## config.mk

```make
export PLATFORM = sky130hd
export DESIGN_NAME = rgb_to_hue_value_core
export DESIGN_NICKNAME = d
export VERILOG_FILES = /design/src/hdl/rthv_pkg.sv /design/src/hdl/rgb_to_hue_value_core.sv
export SDC_FILE = /design/constraint.sdc
export NUM_CORES = 2
export LEC_CHECK = 0
export BUFFER_PORTS_ARGS = -buffer_cell sky130_fd_sc_hd__buf_2
export CAP_MARGIN = 15
export CORE_UTILIZATION = 41
export CTS_BUF_LIST = sky130_fd_sc_hd__clkbuf_8
export DETAILED_ROUTE_END_ITERATION = 8
export MAX_ROUTING_LAYER = met4
export PLACE_DENSITY = 0.61
export SETUP_SLACK_MARGIN = 0.02
export SYNTH_ARGS = -nofsm -noshare
export SYNTH_HDL_FRONTEND = slang
export SYNTH_SLANG_ARGS = --single-unit
```

## constraint.sdc

```tcl
create_clock -name clk -period 19.2 [get_ports clk]
set_input_delay 3.84 -clock clk [delete_from_list [all_inputs] [get_ports clk]]
set_output_delay 3.84 -clock clk [all_outputs]
set_load 0.005 [all_outputs]
```

## src/hdl/rthv_pkg.sv

```systemverilog
// rthv_pkg: shared types and constants for the RGB to hue/brightness pipeline.
// Used by rgb_to_hue_value_core; no dependencies.

package rthv_pkg;

  // Channel and arithmetic widths
  localparam int ChanW = 16;
  localparam int QuoW  = 14;   // hue offset within a sextant is at most one sixth turn
  localparam int NumW  = 30;   // |diff| * sixth turn
  localparam int ProdW = 33;   // max * (level + 1)

  // One sixth of a full turn and the dark/grey threshold
  localparam logic [ChanW-1:0] SixthTurn = 16'd10923;
  localparam logic [ChanW-1:0] DarkLimit = 16'd256;

  // Sextant bases
  localparam logic [ChanW-1:0] BaseRed   = 16'd0;
  localparam logic [ChanW-1:0] BaseGreen = 16'd21846;
  localparam logic [ChanW-1:0] BaseBlue  = 16'd43692;

  // Which channel holds the maximum
  localparam logic [1:0] SextRed   = 2'd0;
  localparam logic [1:0] SextGreen = 2'd1;
  localparam logic [1:0] SextBlue  = 2'd2;

  typedef logic [ChanW-1:0] chan_t;

  // Payload carried through the divider stages
  typedef struct packed {
    logic [NumW-1:0] rem;       // partial remainder
    logic [QuoW-1:0] quo;       // quotient bits found so far
    chan_t           dvs;       // delta = max - min
    logic            neg;       // channel difference was negative
    chan_t           base;      // sextant base
    logic            zero_hue;  // dark or grey pixel
    chan_t           bright;    // finished brightness
  } div_stage_t;

endpackage

```

## src/hdl/rgb_to_hue_value_core.sv

```systemverilog
// rgb_to_hue_value_core: pipelined RGB to hue/brightness converter.
// Depends on rthv_pkg (types, constants).
//
//  channel  ports                                   transaction when
//  -------  --------------------------------------  ------------------------
//  input    start, busy, in_red/green/blue/level    start && !busy at clk
//  result   out_valid, out_hue, out_brightness      out_valid at clk
//
// One pixel enters per cycle; busy is always low. The pipeline has three front
// stages (max/min, delta and difference, two multipliers), a restoring divider
// of 14 stages (one quotient bit each), and one output stage.
// The divider depth sets the latency. rst_n (synchronous) clears the valid
// bits only. Results are shown for one cycle and cannot be held off.

module rgb_to_hue_value_core (
  input  logic        clk,
  input  logic        rst_n,
  input  logic        start,
  output logic        busy,
  input  logic [15:0] in_red,
  input  logic [15:0] in_green,
  input  logic [15:0] in_blue,
  input  logic [15:0] in_level,
  output logic        out_valid,
  output logic [15:0] out_hue,
  output logic [15:0] out_brightness
);

  localparam int DivStages = rthv_pkg::QuoW;

  // Never stalls
  assign busy = 1'b0;

  // ---------------- Stage A: max, min, difference operands ----------------
  logic           a_vld_r;
  rthv_pkg::chan_t a_mx_r, a_mn_r, a_pa_r, a_pb_r, a_lvl_r;
  logic [1:0]     a_sext_r;

  rthv_pkg::chan_t a_mx_nxt, a_mn_nxt, a_pa_nxt, a_pb_nxt;
  logic [1:0]     a_sext_nxt;
  logic           r_ge_g, r_ge_b, g_ge_b;

  always_comb begin
    r_ge_g = in_red >= in_green;
    r_ge_b = in_red >= in_blue;
    g_ge_b = in_green >= in_blue;
    // ties go to red, then green
    if (r_ge_g && r_ge_b) begin
      a_sext_nxt = rthv_pkg::SextRed;
      a_mx_nxt   = in_red;
      a_pa_nxt   = in_green;
      a_pb_nxt   = in_blue;
    end else if (g_ge_b) begin
      a_sext_nxt = rthv_pkg::SextGreen;
      a_mx_nxt   = in_green;
      a_pa_nxt   = in_blue;
      a_pb_nxt   = in_red;
    end else begin
      a_sext_nxt = rthv_pkg::SextBlue;
      a_mx_nxt   = in_blue;
      a_pa_nxt   = in_red;
      a_pb_nxt   = in_green;
    end
    // minimum
    if (!r_ge_g && !r_ge_b) begin
      a_mn_nxt = in_red;
    end else if (!g_ge_b) begin
      a_mn_nxt = in_green;
    end else begin
      a_mn_nxt = in_blue;
    end
  end

  always_ff @(posedge clk) begin
    if (!rst_n) begin
      a_vld_r <= 1'b0;
    end else begin
      a_vld_r <= start && !busy;
    end
    a_mx_r   <= a_mx_nxt;
    a_mn_r   <= a_mn_nxt;
    a_pa_r   <= a_pa_nxt;
    a_pb_r   <= a_pb_nxt;
    a_lvl_r  <= in_level;
    a_sext_r <= a_sext_nxt;
  end

  // ---------------- Stage B: delta, |diff|, flags, base ----------------
  logic            b_vld_r;
  rthv_pkg::chan_t b_mag_r, b_dlt_r, b_base_r, b_mx_r, b_lvl_r;
  logic            b_neg_r, b_dark_r, b_zero_r;

  rthv_pkg::chan_t b_mag_nxt, b_dlt_nxt, b_base_nxt;
  logic            b_neg_nxt, b_dark_nxt, b_zero_nxt;

  always_comb begin
    b_dlt_nxt  = a_mx_r - a_mn_r;
    b_neg_nxt  = a_pa_r < a_pb_r;
    b_mag_nxt  = b_neg_nxt ? (a_pb_r - a_pa_r) : (a_pa_r - a_pb_r);
    b_dark_nxt = (a_lvl_r <= rthv_pkg::DarkLimit) || (a_mx_r <= rthv_pkg::DarkLimit);
    b_zero_nxt = b_dark_nxt || (b_dlt_nxt <= rthv_pkg::DarkLimit);
    case (a_sext_r)
      rthv_pkg::SextRed:   b_base_nxt = rthv_pkg::BaseRed;
      rthv_pkg::SextGreen: b_base_nxt = rthv_pkg::BaseGreen;
      rthv_pkg::SextBlue:  b_base_nxt = rthv_pkg::BaseBlue;
      default:             b_base_nxt = rthv_pkg::BaseRed;
    endcase
  end

  always_ff @(posedge clk) begin
    if (!rst_n) begin
      b_vld_r <= 1'b0;
    end else begin
      b_vld_r <= a_vld_r;
    end
    b_mag_r  <= b_mag_nxt;
    b_dlt_r  <= b_dlt_nxt;
    b_base_r <= b_base_nxt;
    b_mx_r   <= a_mx_r;
    b_lvl_r  <= a_lvl_r;
    b_neg_r  <= b_neg_nxt;
    b_dark_r <= b_dark_nxt;
    b_zero_r <= b_zero_nxt;
  end

  // ---------------- Stage C: numerator and brightness products ----------------
  logic [rthv_pkg::NumW-1:0]  c_num;
  logic [rthv_pkg::ProdW-1:0] c_prod;
  rthv_pkg::div_stage_t       div_r   [0:DivStages];
  rthv_pkg::div_stage_t       div_nxt [1:DivStages];
  logic [DivStages:0]         div_vld_r;

  always_comb begin
    c_num  = {{(rthv_pkg::NumW-rthv_pkg::ChanW){1'b0}}, b_mag_r} *
             {{(rthv_pkg::NumW-rthv_pkg::ChanW){1'b0}}, rthv_pkg::SixthTurn};
    c_prod = {17'd0, b_mx_r} * ({17'd0, b_lvl_r} + 33'd1);
  end

  always_ff @(posedge clk) begin
    if (!rst_n) begin
      div_vld_r[0] <= 1'b0;
    end else begin
      div_vld_r[0] <= b_vld_r;
    end
    div_r[0].rem      <= c_num;
    div_r[0].quo      <= '0;
    div_r[0].dvs      <= b_dlt_r;
    div_r[0].neg      <= b_neg_r;
    div_r[0].base     <= b_base_r;
    div_r[0].zero_hue <= b_zero_r;
    div_r[0].bright   <= b_dark_r ? '0 : c_prod[31:16];
  end

  // ---------------- Divider: one quotient bit per stage, MSB first ----------------
  genvar gi;
  generate
    for (gi = 1; gi <= DivStages; gi++) begin : g_div
      localparam int Bit = DivStages - gi;
      logic [rthv_pkg::NumW-1:0] shifted;
      logic [rthv_pkg::NumW:0]   trial;

      always_comb begin
        shifted = rthv_pkg::NumW'(div_r[gi-1].dvs) << Bit;
        trial   = {1'b0, div_r[gi-1].rem} - {1'b0, shifted};
        div_nxt[gi] = div_r[gi-1];
        if (!trial[rthv_pkg::NumW]) begin
          div_nxt[gi].rem      = trial[rthv_pkg::NumW-1:0];
          div_nxt[gi].quo[Bit] = 1'b1;
        end
      end

      always_ff @(posedge clk) begin
        if (!rst_n) begin
          div_vld_r[gi] <= 1'b0;
        end else begin
          div_vld_r[gi] <= div_vld_r[gi-1];
        end
        div_r[gi] <= div_nxt[gi];
      end
    end
  endgenerate

  // ---------------- Output stage: signed offset plus base ----------------
  logic            out_valid_r;
  rthv_pkg::chan_t out_hue_r, out_bright_r;
  rthv_pkg::chan_t quo_ext, out_hue_nxt;

  always_comb begin
    quo_ext = rthv_pkg::ChanW'(div_r[DivStages].quo);
    if (div_r[DivStages].zero_hue) begin
      out_hue_nxt = '0;
    end else if (div_r[DivStages].neg) begin
      out_hue_nxt = div_r[DivStages].base - quo_ext;   // wraps mod 2^16
    end else begin
      out_hue_nxt = div_r[DivStages].base + quo_ext;
    end
  end

  always_ff @(posedge clk) begin
    if (!rst_n) begin
      out_valid_r <= 1'b0;
    end else begin
      out_valid_r <= div_vld_r[DivStages];
    end
    out_hue_r    <= out_hue_nxt;
    out_bright_r <= div_r[DivStages].bright;
  end

  assign out_valid      = out_valid_r;
  assign out_hue        = out_hue_r;
  assign out_brightness = out_bright_r;

endmodule

```

==> key figures <==
Outcome
  – Status: completed

Global route
  – Initial antenna violation count: 7
  – First-pass GRT wire length: between 150 and 200 mm
  – Vias in the first global route: around 38,000
  – Gr usage total: 0.1661
  – Largest net degree at the start of global routing: 98
  – Gr ovfl total: 0

Die
  – Initial cell density of the core: 0.4140
  – I/O pin count: between 100 and 150
  – Die Wd: around 380 µm
  – Die ar.: roughly 140,000 µm²
  – Die height: ~380 µm
  – Row count: between 100 and 150
  – Core area: approximately 140,000 µm²

Worst setup path
  – Worst EP arrival: 8.93 ns
  – Slowest cell on the critical path: dfxtp_1
  – R2r startpoint: b_lvl_r[0]
  – Critical Path Start Type: flip-flop
  – Worst Path Required: between 15 and 20 ns
  – R2R setup slack: ~11 ns
  – Worst Setup Path Type: flip-flop to flip-flop
  – Reg2reg end: div_r[0][15]
  – R2r worst-path depth: 28
  – CP delay by family, top: adder cells
  – CP Capture Type: flip-flop
  – Crit path max fanout: 17
  – Most frequent CP cell: fa_1
  – Critical path buffer and inverter count: 6
  – Largest stage delay on the critical path: 0.77 ns

Clocking
  – Clock Tree Root: clkbuf_8
  – Clk sinks: between 1,000 and 1,500
  – Cts repair resizes: 0
  – Clock buffer depth: 3
  – Clk pin slew, worst setup/hold paths: about 0.060 ns
  – Clock tree from TritonCTS: built
  – Clock Latency Late Sink: roughly 0.92 ns
  – CTS buffer count: approximately 190
  – Post-CTS Setup Bufs: 0
  – Number of hold buffers added after CTS: 0
  – H-tree lvl count: 4

Timing
  – Min Tclk post-route: 8.191 ns
  – Setup_tns: 0 ns
  – Max frequency: 0.1221 GHz
  – Period utilization: 0.4266
  – Final setup vio count: 0
  – Worst slew pin tran: 1.091 ns
  – Slew Limit Fails: 0
  – Endpoints failing hold: 0
  – Slew headroom: 0.2541
  – RSZ-0062 raised after global routing: false
  – Clock Skew: around 0.047 ns

Logic synthesis
  – Top-count cell post-synth: dfxtp_1
  – Post-Syn Area per Cell: 10.18 µm²
  – Area leader, netlist: dfxtp_1
  – Mapped Nets: around 6,600
  – Mapped Area: around 58,000 µm²
  – Top-area cell type share of the netlist area: 0.4377
  – Number of enable flip-flop cells after synthesis: 0
  – Gate Count Post-Synth: approximately 5,700
  – YS warnings: 0
  – Sequential share of the synthesized area: 0.4377
  – Synth Register Bits: approximately 1,300
  – Synth area leaders: dfxtp_1 (44%), ha_1 (12%), fa_1 (10%)
  – Unique masters post-synth: 80
  – Post-synth top flop: dfxtp_1
  – Async S/R FF share, synth: 0
  – Most instantiated cells after synthesis: dfxtp_1 (1,266), inv_1 (749), ha_1 (533), nand2_1 (359), nor2_1 (322)

Hold path
  – Min-Delay Endpoint: div_r[0][297]
  – Hold Path Depth: 0
  – Type of the tightest min-delay check: flip-flop to flip-flop
  – Min-delay src: div_r[0][203]

Route
  – Post-route ant nets: 0
  – Vias per cell: 4.771
  – Post-Route WL: ~110 mm
  – Detailed-route DRC error count: 0
  – First-pass iteration count of the detailed router: 5
  – Vias: ~38,000
  – DR WL/cell: 14.43 µm
  – Initial drt markers: around 1,500

Placed design
  – Port bufs: 99
  – DP HPWL: between 80 and 90 mm
  – GPL Wtd Cong: 0.8827

Layout
  – Fin nets: 6,789
  – Layout cells sized above 1: 0.08923
  – Area grow syn2layout: 12.03%

Flow run
  – Max-Cap Viols: 0
## cell families after synthesis
logic type,Yosys count,synth area share
other,1,0.00006476
buffers and inverters,865,0.05620
AO/OA/AOI/OAI,931,0.1004
XOR/XNOR,325,0.04915
flip-flops,1266,0.4377
multiplexers,160,0.02925
AND/OR/NAND/NOR,1314,0.1108
adder cells (fa/ha/maj),826,0.2165
## final cells by class
cell class,instances,area [µm²]
fillers,13178,75000
inverters,752,2823
multi-input cells,3557,29360
clock inverters,106,913.4
well taps,1876,2347
clock buffers,245,3372
flip-flops and latches,1266,25340
diodes,9,22.52
repair buffers,126,698.2
## worst max path at each step
stage / end / depth (start not counted) / from
2_1_floorplan: div_r[0][15] / 27 / b_lvl_r[4]
4_1_cts: div_r[0][15] / 28 / b_lvl_r[0]
5_1_grt: div_r[0][15] / 25 / b_lvl_r[0]
3_3_place_gp: div_r[0][14] / 26 / b_lvl_r[0]
6_report: div_r[0][15] / 28 / b_lvl_r[0]
3_5_place_dp: div_r[0][15] / 28 / b_lvl_r[0]
## metal layers
metal,GRT usage,part of all wire,vias up,wire length (µm)
li1,-,-,19254,-
met1,0.1915,0.44,17730,50420
met2,0.2850,0.49,666,56100
met3,0.03305,0.043,215,4950
met4,0.05989,0.027,0,3064
met5,-,0,-,0
## placed cells by master (no fill, tap or decap), drive strengths merged, types with 86 or more instances in the layout
cell	instances
nor2	322
inv	808
xor2	128
mux2i	86
a21o	113
nor3	114
ha	533
a21oi	304
o21ai	223
fa	293
buf	126
dfxtp	1266
xnor2	197
and2	142
nand2	359
clkbuf	245
## state kept, by name, summed over array words and instances, names as in the netlist, 2 cells and up
register        cells
b_mx_r             16
a_sext_r            2
out_hue            16
div_r            1064
b_base_r            3
a_pa_r             16
a_mx_r             16
out_brightness     16
div_vld_r          15
b_dlt_r            16
b_mag_r            16
b_lvl_r            16
a_mn_r             16
a_pb_r             16
a_lvl_r            16
## worst reg2reg max path, delay by kind of cell, from the launching register on
family,cells,cell delay (ns)
buffers and inverters,6,0.61
adder cells (fa/ha/maj),8,3.72
AND/OR/NAND/NOR,5,0.99
XOR/XNOR,2,0.33
flip-flops,1,0.77
AO/OA/AOI/OAI,7,1.62
## per-stage QoR
step                      area (µm²)  instances  hold WS (ns)    util  worst slack, ns
after floorplan                57910       5688        0.3096       -            11.98
after global routing           64870       7935        0.2822  0.4638            10.49
final                          64880       7937        0.2882  0.4638            11.01
after CTS                      64860       7928        0.2702  0.4637            11.05
after detailed placement       60570       7577        0.3121  0.4330            11.14
after global placement         60570       7577        0.3095  0.4330            11.27
Power is not shown: default switching activity piles up to over one toggle a cycle in this logic, so the estimate is an artifact.
